### src/sv/ssm_pkg.sv
`timescale 1ns / 1ps
// Package for the sorted set merge engine: payload structs, operation and mode codes.
// No dependencies; imported by every module of the block.
package ssm_pkg;

  // Depth of the command queue between front and back.
  localparam int CMD_DEPTH = 2;

  typedef enum logic [1:0] {
    OP_LOAD_A = 2'd0,
    OP_LOAD_B = 2'd1,
    OP_START  = 2'd2
  } ssm_op_e;

  typedef enum logic [1:0] {
    MODE_UNION = 2'd0,
    MODE_DIFF  = 2'd1,
    MODE_ISECT = 2'd2,
    MODE_MERGE = 2'd3
  } ssm_mode_e;

  typedef struct packed {
    logic [1:0]         operation;
    logic signed [31:0] value;
  } ssm_in_t;

  typedef struct packed {
    logic signed [31:0] element;
    logic               last;
    logic               empty_result;
    logic               overflow;
    logic [5:0]         result_count;
  } ssm_out_t;

endpackage

### src/sv/ssm_front.sv
`timescale 1ns / 1ps
// Front end: accepts input beats, drops unknown operation codes and queues commands.
// Depends on ssm_pkg for the input struct and operation codes.
module ssm_front (
  input  logic            clk_i,
  input  logic            rst_ni,
  input  logic            push,
  input  ssm_pkg::ssm_in_t in_item_i,
  output logic            full,
  output logic            cmd_valid_o,
  output ssm_pkg::ssm_in_t cmd_o,
  input  logic            cmd_take_i
);
  import ssm_pkg::*;

  localparam int PtrW = (CMD_DEPTH > 1) ? $clog2(CMD_DEPTH) : 1;
  localparam int CntW = $clog2(CMD_DEPTH + 1);

  ssm_in_t         fifo_q [CMD_DEPTH];
  logic [PtrW-1:0] wr_ptr_q, wr_ptr_d;
  logic [PtrW-1:0] rd_ptr_q, rd_ptr_d;
  logic [CntW-1:0] cnt_q, cnt_d;
  logic            known_op;
  logic            enq;
  logic            deq;

  assign full        = (cnt_q == CntW'(CMD_DEPTH));
  assign cmd_valid_o = (cnt_q != '0);
  assign cmd_o       = fifo_q[rd_ptr_q];

  // only loads and starts go on; any other code is accepted and dropped
  assign known_op = (in_item_i.operation == OP_LOAD_A) ||
                    (in_item_i.operation == OP_LOAD_B) ||
                    (in_item_i.operation == OP_START);
  assign enq = push && !full && known_op;
  assign deq = cmd_take_i && cmd_valid_o;

  always_comb begin
    wr_ptr_d = wr_ptr_q;
    rd_ptr_d = rd_ptr_q;
    cnt_d    = cnt_q;
    if (enq) begin
      wr_ptr_d = (wr_ptr_q == PtrW'(CMD_DEPTH - 1)) ? '0 : PtrW'(wr_ptr_q + 1'b1);
    end
    if (deq) begin
      rd_ptr_d = (rd_ptr_q == PtrW'(CMD_DEPTH - 1)) ? '0 : PtrW'(rd_ptr_q + 1'b1);
    end
    case ({enq, deq})
      2'b10:   cnt_d = CntW'(cnt_q + 1'b1);
      2'b01:   cnt_d = CntW'(cnt_q - 1'b1);
      default: cnt_d = cnt_q;
    endcase
  end

  always_ff @(posedge clk_i or negedge rst_ni) begin
    if (!rst_ni) begin
      wr_ptr_q <= '0;
      rd_ptr_q <= '0;
      cnt_q    <= '0;
    end else begin
      wr_ptr_q <= wr_ptr_d;
      rd_ptr_q <= rd_ptr_d;
      cnt_q    <= cnt_d;
    end
  end

  always_ff @(posedge clk_i) begin
    if (enq) begin
      fifo_q[wr_ptr_q] <= in_item_i;
    end
  end

endmodule

### src/sv/ssm_back.sv
`timescale 1ns / 1ps
// Back end: list stores, two-pointer walk into a result buffer, drain to the output register.
// Depends on ssm_pkg for structs, operation and mode codes.
module ssm_back #(
  parameter int LIST_DEPTH = 16
) (
  input  logic               clk_i,
  input  logic               rst_ni,
  input  ssm_pkg::ssm_mode_e mode_i,
  input  logic               cmd_valid_i,
  input  ssm_pkg::ssm_in_t   cmd_i,
  output logic               cmd_take_o,
  input  logic               pop_i,
  output logic               out_valid_o,
  output ssm_pkg::ssm_out_t  out_item_o
);
  import ssm_pkg::*;

  localparam int IdxW     = (LIST_DEPTH > 1) ? $clog2(LIST_DEPTH) : 1;
  localparam int CntW     = $clog2(LIST_DEPTH + 1);
  localparam int BufDepth = 2 * LIST_DEPTH;
  localparam int BufIdxW  = $clog2(BufDepth);
  localparam int LenW     = $clog2(BufDepth + 1);

  typedef enum logic [2:0] {
    S_IDLE,
    S_WALK_RD,
    S_WALK_CMP,
    S_DRAIN_RD,
    S_DRAIN_WR,
    S_EMPTY
  } state_e;

  state_e          state_q, state_d;
  logic [CntW-1:0] ca_q, ca_d, cb_q, cb_d;
  logic [CntW-1:0] i_q, i_d, j_q, j_d;
  logic [LenW-1:0] len_q, len_d, k_q, k_d;
  logic            ovf_q, ovf_d;
  logic            snap_q, snap_d;
  logic            out_vld_q, out_vld_d;
  ssm_out_t        out_q, out_d;

  logic [31:0] mem_a_q [LIST_DEPTH];
  logic [31:0] mem_b_q [LIST_DEPTH];
  logic [31:0] buf_q   [BufDepth];
  logic [31:0] rd_a_q, rd_b_q, rd_buf_q;

  logic        ld_a, ld_b;
  logic        has_a, has_b, a_lt, a_eq;
  logic        push_en, adv_a, adv_b, walk_done;
  logic [31:0] push_val;
  logic        out_free, out_load, drain_last;

  assign cmd_take_o  = (state_q == S_IDLE) && cmd_valid_i;
  assign out_valid_o = out_vld_q;
  assign out_item_o  = out_q;

  assign ld_a = cmd_take_o && (cmd_i.operation == OP_LOAD_A) && (ca_q < CntW'(LIST_DEPTH));
  assign ld_b = cmd_take_o && (cmd_i.operation == OP_LOAD_B) && (cb_q < CntW'(LIST_DEPTH));

  assign has_a = (i_q < ca_q);
  assign has_b = (j_q < cb_q);
  assign a_lt  = $signed(rd_a_q) < $signed(rd_b_q);
  assign a_eq  = (rd_a_q == rd_b_q);

  assign out_free   = !out_vld_q || pop_i;
  assign drain_last = (LenW'(k_q + 1'b1) == len_q);

  // one step of the two-pointer walk
  always_comb begin
    push_en   = 1'b0;
    push_val  = rd_a_q;
    adv_a     = 1'b0;
    adv_b     = 1'b0;
    walk_done = 1'b0;
    if (state_q == S_WALK_CMP) begin
      if (has_a && has_b) begin
        unique case (mode_i)
          MODE_UNION: begin
            push_en = 1'b1;
            if (a_lt) begin
              adv_a = 1'b1;
            end else if (!a_eq) begin
              push_val = rd_b_q;
              adv_b    = 1'b1;
            end else begin
              adv_a = 1'b1;
              adv_b = 1'b1;
            end
          end
          MODE_DIFF: begin
            push_en = a_lt;
            adv_a   = a_lt || a_eq;
            adv_b   = !a_lt;
          end
          MODE_ISECT: begin
            push_en = a_eq;
            adv_a   = a_lt || a_eq;
            adv_b   = !a_lt;
          end
          MODE_MERGE: begin
            push_en = 1'b1;
            if (a_lt || a_eq) begin
              adv_a = 1'b1;
            end else begin
              push_val = rd_b_q;
              adv_b    = 1'b1;
            end
          end
          default: walk_done = 1'b1;
        endcase
      end else if (has_a && (mode_i != MODE_ISECT)) begin
        push_en = 1'b1;
        adv_a   = 1'b1;
      end else if (has_b && ((mode_i == MODE_UNION) || (mode_i == MODE_MERGE))) begin
        push_en  = 1'b1;
        push_val = rd_b_q;
        adv_b    = 1'b1;
      end else begin
        walk_done = 1'b1;
      end
    end
  end

  always_comb begin
    state_d   = state_q;
    ca_d      = ca_q;
    cb_d      = cb_q;
    i_d       = i_q;
    j_d       = j_q;
    len_d     = len_q;
    k_d       = k_q;
    ovf_d     = ovf_q;
    snap_d    = snap_q;
    out_vld_d = out_vld_q;
    out_d     = out_q;
    out_load  = 1'b0;

    if (pop_i && out_vld_q) begin
      out_vld_d = 1'b0;
    end

    unique case (state_q)
      S_IDLE: begin
        if (cmd_take_o) begin
          case (cmd_i.operation)
            OP_LOAD_A: begin
              if (ld_a) ca_d = CntW'(ca_q + 1'b1);
              else      ovf_d = 1'b1;
            end
            OP_LOAD_B: begin
              if (ld_b) cb_d = CntW'(cb_q + 1'b1);
              else      ovf_d = 1'b1;
            end
            OP_START: begin
              i_d     = '0;
              j_d     = '0;
              len_d   = '0;
              snap_d  = ovf_q;
              state_d = S_WALK_RD;
            end
            default: ;
          endcase
        end
      end
      S_WALK_RD: begin
        state_d = S_WALK_CMP;
      end
      S_WALK_CMP: begin
        if (adv_a)   i_d   = CntW'(i_q + 1'b1);
        if (adv_b)   j_d   = CntW'(j_q + 1'b1);
        if (push_en) len_d = LenW'(len_q + 1'b1);
        if (walk_done) begin
          // lists are consumed by the start; clear their counts and the overflow flag for the next loads
          ca_d    = '0;
          cb_d    = '0;
          ovf_d   = 1'b0;
          k_d     = '0;
          state_d = (len_q == '0) ? S_EMPTY : S_DRAIN_RD;
        end else begin
          state_d = S_WALK_RD;
        end
      end
      S_DRAIN_RD: begin
        state_d = S_DRAIN_WR;
      end
      S_DRAIN_WR: begin
        if (out_free) begin
          out_load           = 1'b1;
          out_vld_d          = 1'b1;
          out_d.element      = rd_buf_q;
          out_d.last         = drain_last;
          out_d.empty_result = 1'b0;
          out_d.overflow     = snap_q;
          out_d.result_count = 6'(len_q);
          k_d                = LenW'(k_q + 1'b1);
          state_d            = drain_last ? S_IDLE : S_DRAIN_RD;
        end
      end
      S_EMPTY: begin
        if (out_free) begin
          out_load           = 1'b1;
          out_vld_d          = 1'b1;
          out_d.element      = '0;
          out_d.last         = 1'b1;
          out_d.empty_result = 1'b1;
          out_d.overflow     = snap_q;
          out_d.result_count = '0;
          state_d            = S_IDLE;
        end
      end
      default: state_d = S_IDLE;
    endcase
  end

  always_ff @(posedge clk_i or negedge rst_ni) begin
    if (!rst_ni) begin
      state_q   <= S_IDLE;
      ca_q      <= '0;
      cb_q      <= '0;
      i_q       <= '0;
      j_q       <= '0;
      len_q     <= '0;
      k_q       <= '0;
      ovf_q     <= 1'b0;
      snap_q    <= 1'b0;
      out_vld_q <= 1'b0;
      out_q     <= '0;
    end else begin
      state_q   <= state_d;
      ca_q      <= ca_d;
      cb_q      <= cb_d;
      i_q       <= i_d;
      j_q       <= j_d;
      len_q     <= len_d;
      k_q       <= k_d;
      ovf_q     <= ovf_d;
      snap_q    <= snap_d;
      out_vld_q <= out_vld_d;
      out_q     <= out_d;
    end
  end

  // list stores: one write port for loads, one registered read at the walk pointer
  always_ff @(posedge clk_i) begin
    if (ld_a) begin
      mem_a_q[ca_q[IdxW-1:0]] <= cmd_i.value;
    end
    rd_a_q <= mem_a_q[i_q[IdxW-1:0]];
  end

  always_ff @(posedge clk_i) begin
    if (ld_b) begin
      mem_b_q[cb_q[IdxW-1:0]] <= cmd_i.value;
    end
    rd_b_q <= mem_b_q[j_q[IdxW-1:0]];
  end

  // result buffer: filled by the walk, read back by the drain
  always_ff @(posedge clk_i) begin
    if (push_en) begin
      buf_q[len_q[BufIdxW-1:0]] <= push_val;
    end
    rd_buf_q <= buf_q[k_q[BufIdxW-1:0]];
  end

  a_len_bound: assert property (@(posedge clk_i) disable iff (!rst_ni)
    len_q <= LenW'(BufDepth))
    else $error("result length beyond buffer depth");

  a_ptr_bound: assert property (@(posedge clk_i) disable iff (!rst_ni)
    (state_q == S_WALK_CMP) |-> ((i_q <= ca_q) && (j_q <= cb_q)))
    else $error("walk pointer passed list count");

  a_lists_cleared: assert property (@(posedge clk_i) disable iff (!rst_ni)
    walk_done |=> ((ca_q == '0) && (cb_q == '0) && !ovf_q))
    else $error("lists not cleared after walk");

  a_last_to_idle: assert property (@(posedge clk_i) disable iff (!rst_ni)
    (out_load && out_d.last) |=> (state_q == S_IDLE))
    else $error("back end busy after last beat");

endmodule

### src/sv/sorted_set_merge_engine.sv
`timescale 1ns / 1ps
// Top level of the sorted set merge engine: mode register, front queue and back end.
// Depends on ssm_pkg, ssm_front and ssm_back.
//
//   channel   direction  handshake              payload
//   input     in         push / full            in_item_i  (operation, value)
//   result    out        pop / empty            out_item_o (element, last, empty_result,
//                                                          overflow, result_count)
//   config    in         cfg_we_i               cfg_wdata_i (set_mode)
//
// The idle back end stores a load as it takes it; the two-entry command queue takes pushes.
// A start walks both lists, each step a read then a compare state (registered list reads),
// at most 2*LIST_DEPTH + 1 steps, then drains each result through a read and a write state.
// Reset clears counts, overflow flag and mode; list contents are not cleared.
// The output register holds a result until popped; the back end stalls, the queue fills.
module sorted_set_merge_engine #(
  parameter int LIST_DEPTH = 16
) (
  input  logic              clk_i,
  input  logic              rst_ni,
  input  logic              cfg_we_i,
  input  logic [1:0]        cfg_wdata_i,
  input  logic              push,
  input  ssm_pkg::ssm_in_t  in_item_i,
  output logic              full,
  output logic              empty,
  output ssm_pkg::ssm_out_t out_item_o,
  input  logic              pop
);
  import ssm_pkg::*;

  ssm_mode_e mode_q;
  logic      cmd_valid;
  ssm_in_t   cmd;
  logic      cmd_take;
  logic      out_valid;

  always_ff @(posedge clk_i or negedge rst_ni) begin
    if (!rst_ni) begin
      mode_q <= MODE_UNION;
    end else if (cfg_we_i) begin
      mode_q <= ssm_mode_e'(cfg_wdata_i);
    end
  end

  ssm_front u_front (
    .clk_i       (clk_i),
    .rst_ni      (rst_ni),
    .push        (push),
    .in_item_i   (in_item_i),
    .full        (full),
    .cmd_valid_o (cmd_valid),
    .cmd_o       (cmd),
    .cmd_take_i  (cmd_take)
  );

  ssm_back #(
    .LIST_DEPTH (LIST_DEPTH)
  ) u_back (
    .clk_i       (clk_i),
    .rst_ni      (rst_ni),
    .mode_i      (mode_q),
    .cmd_valid_i (cmd_valid),
    .cmd_i       (cmd),
    .cmd_take_o  (cmd_take),
    .pop_i       (pop),
    .out_valid_o (out_valid),
    .out_item_o  (out_item_o)
  );

  assign empty = !out_valid;

endmodule
### config.mk
export PLATFORM = sky130hd
export DESIGN_NAME = sorted_set_merge_engine
export DESIGN_NICKNAME = d
export VERILOG_FILES = /design/src/sv/ssm_pkg.sv /design/src/sv/ssm_front.sv /design/src/sv/ssm_back.sv /design/src/sv/sorted_set_merge_engine.sv
export SDC_FILE = /design/constraint.sdc
export NUM_CORES = 2
export LEC_CHECK = 0
export ABC_AREA = 1
export BUFFER_PORTS_ARGS = -buffer_cell sky130_fd_sc_hd__buf_2
export CORE_MARGIN = 2
export CORE_UTILIZATION = 30
export DETAILED_ROUTE_END_ITERATION = 8
export PLACE_DENSITY_LB_ADDON = 0.12
export SLEW_MARGIN = 15
export SYNTH_ARGS = -nofsm -noshare
export SYNTH_HDL_FRONTEND = slang
export SYNTH_HIERARCHICAL = 1
export SYNTH_SLANG_ARGS = --single-unit
### constraint.sdc
create_clock -name clk_i -period 9.2 [get_ports clk_i]
set_input_delay 1.38 -clock clk_i [delete_from_list [all_inputs] [get_ports clk_i]]
set_output_delay 1.38 -clock clk_i [all_outputs]
set_load 0.05 [all_outputs]
# ---- Word level (Yosys, flattened, before mapping)
# Memories as Yosys holds them, arrays and structs flattened. A register that Yosys moved wholly into a read port is not among the register bits.
# Cells that the tools add are included.
dict set report totals {
  register_bits 85
  mem_bits_rw 2116
  output_inout_bits 43
  word_cells 197
  mem_count 4
}
dict set report classes {
  addsub 10
  order_cmp 5
  n_eq_ne 33
  muxes 83
  reduce_logical 43
}
# memory depth word_bits rd rd_clocked_by_memory_dff write_ports line
set memory_table {}
lappend memory_table {u_back.buf_q 32 32 1 1 1 ssm_back.sv:45} ;# logic [31:0] buf_q [BufDepth];
lappend memory_table {u_back.mem_a_q 16 32 1 1 1 ssm_back.sv:43} ;# logic [31:0] mem_a_q [LIST_DEPTH];
lappend memory_table {u_back.mem_b_q 16 32 1 1 1 ssm_back.sv:44} ;# logic [31:0] mem_b_q [LIST_DEPTH];
lappend memory_table {u_front.fifo_q 2 34 1 0 1 ssm_front.sv:19} ;# ssm_in_t fifo_q [CMD_DEPTH];
# cell count
set ops {}
lappend ops {{32-bit two-way mux} 7}
lappend ops {{41-bit two-way mux} 2}
lappend ops {{41-bit one-hot mux with 2 select lines} 1}
lappend ops {{32-bit one-hot mux with 2 select lines} 1}
lappend ops {{5-bit two-way mux} 11}
lappend ops {{5-bit one-hot mux with 2 select lines} 4}
lappend ops {{1-bit two-way mux} 36}
lappend ops {{32-bit equality test} 1}
lappend ops {{32-bit less-than comparator} 1}
lappend ops {{6-bit two-way mux} 5}
lappend ops {{6-bit one-hot mux with 2 select lines} 2}
lappend ops {{5-bit by 1-bit adder with 5-bit output, second input constant} 4}
lappend ops {{3-bit two-way mux} 6}
lappend ops {{2-bit by 1-bit != test with 1-bit output, second input constant} 9}
lappend ops {{3-bit one-hot mux with 6 select lines} 1}
lappend ops {{4-bit AND reduction} 4}
lappend ops {{6-bit by 1-bit adder with 6-bit output, second input constant} 2}
lappend ops {{2-bit equality test, second input constant} 6}
lappend ops {{1-bit logical AND} 12}
lappend ops {{5-bit less-than comparator} 2}
lappend ops {{5-bit less-than comparator, second input constant} 2}
lappend ops {{5-bit AND reduction} 2}
lappend ops {{2-bit nonzero test} 5}
lappend ops {{3-bit != test, second input constant} 3}
lappend ops {{other kinds (21)} 45}

# ---- Depth between registers and ports, before layout
dict set report depth {
  word_depth 9
  depth_mapped 21
  mapped_depth_nobuf 20
}

# ---- By module
# The synthesis kept the hierarchy.
# mod n_inst cells_per_inst area_each_um2
set modules_own_cells {}
lappend modules_own_cells {ssm_back 1 6594 87672.8}
lappend modules_own_cells {ssm_front 1 210 2778.9}
lappend modules_own_cells {sorted_set_merge_engine 1 10 80.1}

# ---- Worst setup path before layout
# OpenSTA, ideal clock, no wires.
dict set report synth_path {
  kind {flip-flop to flip-flop}
  startpoint {reg u_back.cb_q[2]}
  endpoint {mem u_back.buf_q[0][0], enable pin}
  setup_ns 0.421
  arrival_time_ns 3.278
  t_required_ns 8.779
  slack_ns 5.501
  stages_incl_launch_ff 13
  path_cell_list {dfrtp_1 -> inv_1 -> ha_1 -> a21oi_1 -> or2_0 -> nand3_2 -> nor2_4 -> inv_2 -> nand3b_2 -> nand2_1 -> inv_2 -> nand3_4 -> nor2_1}
}
dict set report synth_via {
  elab_chain_len 8
  elab_cells_between_ends 9
  classes_between {order compare: 1; mux: 6; reduce/logical: 2}
}
# element line
set synth_rtl {}
lappend synth_rtl {{from (decl)} ssm_back.sv:35} ;# logic [CntW-1:0] ca_q, ca_d, cb_q, cb_d;
lappend synth_rtl {{from (signal assigned)} ssm_back.sv:220} ;# cb_q <= '0;
lappend synth_rtl {{from (signal assigned)} ssm_back.sv:232} ;# cb_q <= cb_d;
lappend synth_rtl {{5-bit less-than comparator *} ssm_back.sv:62} ;# assign has_b = (j_q < cb_q);
lappend synth_rtl {{1-bit logical AND} ssm_back.sv:115} ;# end else if (has_b && ((mode_i == MODE_UNION) || (mode_i == MODE_MERGE))) begin
lappend synth_rtl {{1-bit two-way mux} ssm_back.sv:115}
lappend synth_rtl {{1-bit two-way mux} ssm_back.sv:112} ;# end else if (has_a && (mode_i != MODE_ISECT)) begin
lappend synth_rtl {{1-bit two-way mux *} ssm_back.sv:77} ;# if (has_a && has_b) begin
lappend synth_rtl {{1-bit two-way mux *} ssm_back.sv:76} ;# if (state_q == S_WALK_CMP) begin
lappend synth_rtl {{1-bit two-way mux *} ssm_back.sv:261} ;# if (push_en) begin
lappend synth_rtl {{1-bit two-way mux (not written as such) *} ssm_back.sv:262} ;# buf_q[len_q[BufIdxW-1:0]] <= push_val;
lappend synth_rtl {{to (decl)} ssm_back.sv:45}
# Mark *: on every way between the ends. The rest lies on a longest branch, timed or not.

# ---- Final worst setup path
dict set report layout_path {
  startpoint {reg u_back.rd_b_q[13] (read register of u_back.mem_b_q)}
  endpoint {mem u_back.buf_q[3][12], data pin}
}
dict set report layout_via {
  elab_chain_len 6
  elab_cells_between_ends 9
  classes_between {order compare: 1; eq/ne: 1; mux: 6; reduce/logical: 1}
}
# element line
set layout_rtl {}
lappend layout_rtl {{from (decl)} ssm_back.sv:46} ;# logic [31:0] rd_a_q, rd_b_q, rd_buf_q;
lappend layout_rtl {{32-bit less-than comparator / 32-bit equality test (equally long branches)} {ssm_back.sv:63, ssm_back.sv:64}}
lappend layout_rtl {{1-bit logical OR / 32-bit two-way mux (equally long branches)} {ssm_back.sv:103, ssm_back.sv:83}}
lappend layout_rtl {{32-bit two-way mux (on tied branches)} {ssm_back.sv:103, ssm_back.sv:81}}
lappend layout_rtl {{32-bit one-hot mux with 2 select lines *} ssm_back.sv:78} ;# unique case (mode_i)
lappend layout_rtl {{32-bit two-way mux *} ssm_back.sv:77}
lappend layout_rtl {{32-bit two-way mux *} ssm_back.sv:76}
lappend layout_rtl {{net u_back.push_val[12]} ssm_back.sv:51} ;# logic [31:0] push_val;
# Mark *: on every way through the listed nets, which the timed path passes. The rest lies on a longest branch.

==> summary.md <==
| Metric | Value |
|---|---|
| Worst Hold Path EP | `u_back/out_item_o[22]$_DFFE_PN0P_` |
| Hold WC Path Type | `register to register` |
| Hold Crit Depth | `1` |
| Max-Cap Viols | `0` |
| Hold Crit Start | `u_back/rd_buf_q[13]$_DFF_P_` |
| Core Rows | `201` |
| Die Width | `553 um` |
| Flop2flop setup slack | `4.58 ns` |
| Num CTS Buffers | `272` |
| Synth top area cells | `edfxtp_1, o21ai_0, nor2_1` |
| Layout area overhead | `15.1%` |
| RSZ-0062 raised after global routing | `no` |
| Worst r2r dst | `u_back/buf_q[3][12]$_DFFE_PP_` |
| Max rail drop VDD | `0.207 mV` |
| Buffers added on ports | `83` |
| Power density cells | `322 mW/mm2` |
| WS Path Type | `register to register` |
| Root buffer cell | `clkbuf_16` |
| Slew headroom | `0.217` |
| Post-CTS Resized | `0` |
| Unique cell type count in the Yosys netlist | `56` |
| Period utilization | `0.503` |
| Synth Net Count | `6915` |
| Drt via density | `5.15` |
| Share of the yosys chip area belonging to registers | `0.747` |
| Reg clk slew, reported paths | `0.06 ns` |
| Startpoint Class | `register` |
| GRT Resource Usage Total | `0.185` |
| Worst-Skew Late Latency | `0.86 ns` |
| Pin count of the biggest net entering global routing | `197` |
| DRC Markers | `0` |
| CP most frequent cell | `nand2_1` |
| Total Die Area | `0.306 mm2` |
| Final-report hold violation count | `0` |
| Slowest cell on crit path | `nand3_4` |
| Vias | `56900` |
| Initial Util | `0.302` |
| I/O pins | `84` |
| Max Clock Skew | `0.0614 ns` |
| 1st-iter DRT viols | `5023` |
| Share of the synthesized area in the top cell type | `0.702` |
| Layout cells sized above 1 | `0.108` |
| Top Family by Delay on Critical Path | `simple AND/OR/NAND/NOR gates` |
| Worst Setup End Kind | `register` |
| Worst-Margin Slew | `1.17 ns` |
| Outcome | `completed` |
| Design Area, Final | `0.104 mm2` |
| Final core utilization | `0.347` |
| Synth async-reset ratio | `0.0370` |
| Initial antenna violation count | `11` |
| Clock Path Buffers | `4` |
| Post-Syn Area | `0.0905 mm2` |
| Final setup fails | `0` |
| Per-cell routed wire length | `26.4 um` |
| Vias in the first global route | `55900` |
| Leakage | `34.1 nW` |
| Nets | `6968` |
| Post-synth EDFFs | `2116` |
| Postcts setup bufs | `0` |
| H-tree depth | `5` |
| Post-Syn Instances | `6814` |
| Max FO, Critical Path | `35` |
| Pre-antenna DRT Iters | `7` |
| Leading area contributor after synthesis | `edfxtp_1` |
| Main synth FF type | `edfxtp_1` |
| Worst path bufs/invs | `1` |
| Worst path cell trace | `inv_1, ha_1, nand2_1, nor2_1, nor3b_1, nand2_2, nand3_4, nand2_1, nand3_1, nand2_1, nand2_1, nand2_1` |
| Post-Route WL | `291000 um` |
| Total clock sinks | `2297` |
| Worst Hold Slack | `0.439 ns` |
| R2R depth | `12` |
| Dpl cell area | `0.0958 mm2` |
| Beginning of the worst register-to-register path | `u_back/rd_b_q[13]$_DFF_P_` |
| Remaining antenna violation count after routing | `0` |
| Crit path DAT | `4.90 ns` |
| Max frequency | `0.216 GHz` |
| Hold buffer count at cts | `0` |
| Worst path max stage delay | `0.65 ns` |
| Final max-slew violation count | `0` |
| Core region area | `0.300 mm2` |
| Yosys warns | `6` |
| Final HPWL DP | `153000 um` |
| Total gr overflow | `0` |
| Setup TNS | `0 ns` |
| Global-route wire length before repair | `416000 um` |
| Gpl congestion | `0.774` |
| Die height | `553 um` |
| Final Critical Period | `4.62 ns` |
| Worst Path Required | `9.47 ns` |
| #FFs+latches synth | `2297` |
| Syn_area_per_cell | `13.3 um2` |
| Clock tree from TritonCTS | `built` |
-- power breakdown --
group / leakage, nW / internal (mW) / switching (mW) / total (mW)
Combinational: 9.05 / 2.04 / 7.08 / 9.12
Sequential: 21.0 / 13.6 / 0.564 / 14.2
Clock: 4.04 / 5.94 / 4.25 / 10.2
Total: 34.1 / 21.6 / 11.9 / 33.5
-- placed cells by master (no fill, tap or decap), types with 11 or more instances in the layout --
master     count
edfxtp_1    2116
nor2_1      1055
o21ai_0      941
nand2_1      538
o221ai_1     307
clkbuf_16    284
a21oi_1      217
nand3_1      186
buf_4        162
o22ai_1      133
inv_1        126
dfxtp_1       96
buf_2         82
clkbuf_1      79
o32ai_1       79
dfrtp_1       75
nor2_4        63
ha_1          60
mux2i_1       49
clkinv_1      46
nand4_1       42
nand2_2       35
a31oi_1       32
a22o_1        32
clkinv_2      31
a32oi_1       28
o21ai_1       18
o211ai_1      15
inv_6         12
diode_2       11
xor2_1        11
-- metrics by stage --
step | setup WS [ns] | power (mW) | instances
floorplan | 5.50 | 19.7 | 6814
global placement | 4.55 | 23.7 | 10600
detailed placement | 4.48 | 23.7 | 10600
CTS | 4.47 | 34.0 | 11000
global route | 4.30 | 35.2 | 11000
finish | 4.58 | 33.5 | 11000
-- worst register-to-register path: cells and delay by family, from the launching register on --
kind                       cells  cell delay (ns)
adders and majority gates      1             0.35
buffers and inverters          1             0.21
DFF                            1             0.58
and+or+nand+nor               10             2.89
-- registers in the layout, indices dropped and copies added, names as in the netlist, 32 cells and up --
name	flops
u_back/mem_b_q	512
u_back/mem_a_q	512
u_back/rd_b_q	32
u_back/rd_buf_q	32
u_back/rd_a_q	32
u_back/buf_q	1024
u_front/fifo_q	68
u_back/out_item_o	41
-- synth_stat cells, types with 79 or more instances --
cell type / instances
edfxtp_1: 2116
clkbuf_1: 372
nand2_1: 554
inv_1: 134
dfxtp_1: 96
dfrtp_1: 85
o32ai_1: 79
o221ai_1: 307
a21oi_1: 217
nand3_1: 186
o22ai_1: 133
nor2_1: 1116
o21ai_0: 943
-- how the worst max path moves through the flow --
| stage | cells after the start | end | slack [ns] | from |
|---|---|---|---|---|
| after floorplan | 12 | u_back/buf_q[0][0]$_DFFE_PP_ | 5.50 | u_back/cb_q[2]$_DFFE_PN0P_ |
| after global placement | 12 | u_back/buf_q[3][0]$_DFFE_PP_ | 4.55 | u_back/rd_b_q[13]$_DFF_P_ |
| after detailed placement | 12 | u_back/buf_q[7][0]$_DFFE_PP_ | 4.48 | u_back/rd_b_q[13]$_DFF_P_ |
| after CTS | 12 | u_back/buf_q[11][0]$_DFFE_PP_ | 4.47 | u_back/rd_b_q[13]$_DFF_P_ |
| after global routing | 12 | u_back/buf_q[3][12]$_DFFE_PP_ | 4.30 | u_back/rd_b_q[13]$_DFF_P_ |
| final | 12 | u_back/buf_q[3][12]$_DFFE_PP_ | 4.58 | u_back/rd_b_q[13]$_DFF_P_ |
-- kinds of logic (layout without fill, tap and decap cells) --
kind of cell	after synthesis	in the layout	share of synthesized area
AOI/OAI and AO/OA	1813	1813	0.122
xor gates and xnor gates	13	13	0.00126
adders and majority gates	60	60	0.00829
buffers and inverters	616	869	0.0277
DFF	2297	2297	0.747
muxes	49	49	0.00542
other	0	11	0
and+or+nand+nor	1966	1966	0.0890
-- metal layers --
layer | vias to the layer above | track usage | share of wire
met3 | 371 | 0.0221 | 0.045
li1 | 25700 | - | -
met2 | 1412 | 0.314 | 0.49
met4 | 2 | 0.0476 | 0.024
met1 | 29400 | 0.251 | 0.45
met5 | - | 0 | 0.000045
-- final cells by class --
cell class                 instances  area, um2
antenna                           11       27.5
clock buffer                     373       7540
clock inverter                   101        746
fill                           29100     196000
inverter                         146        589
multi-input combinational       3901      21000
sequential                      2297      67600
tap                             3958       4950
timing repair buffer             249       1720
(Power assumes the default switching activity.)
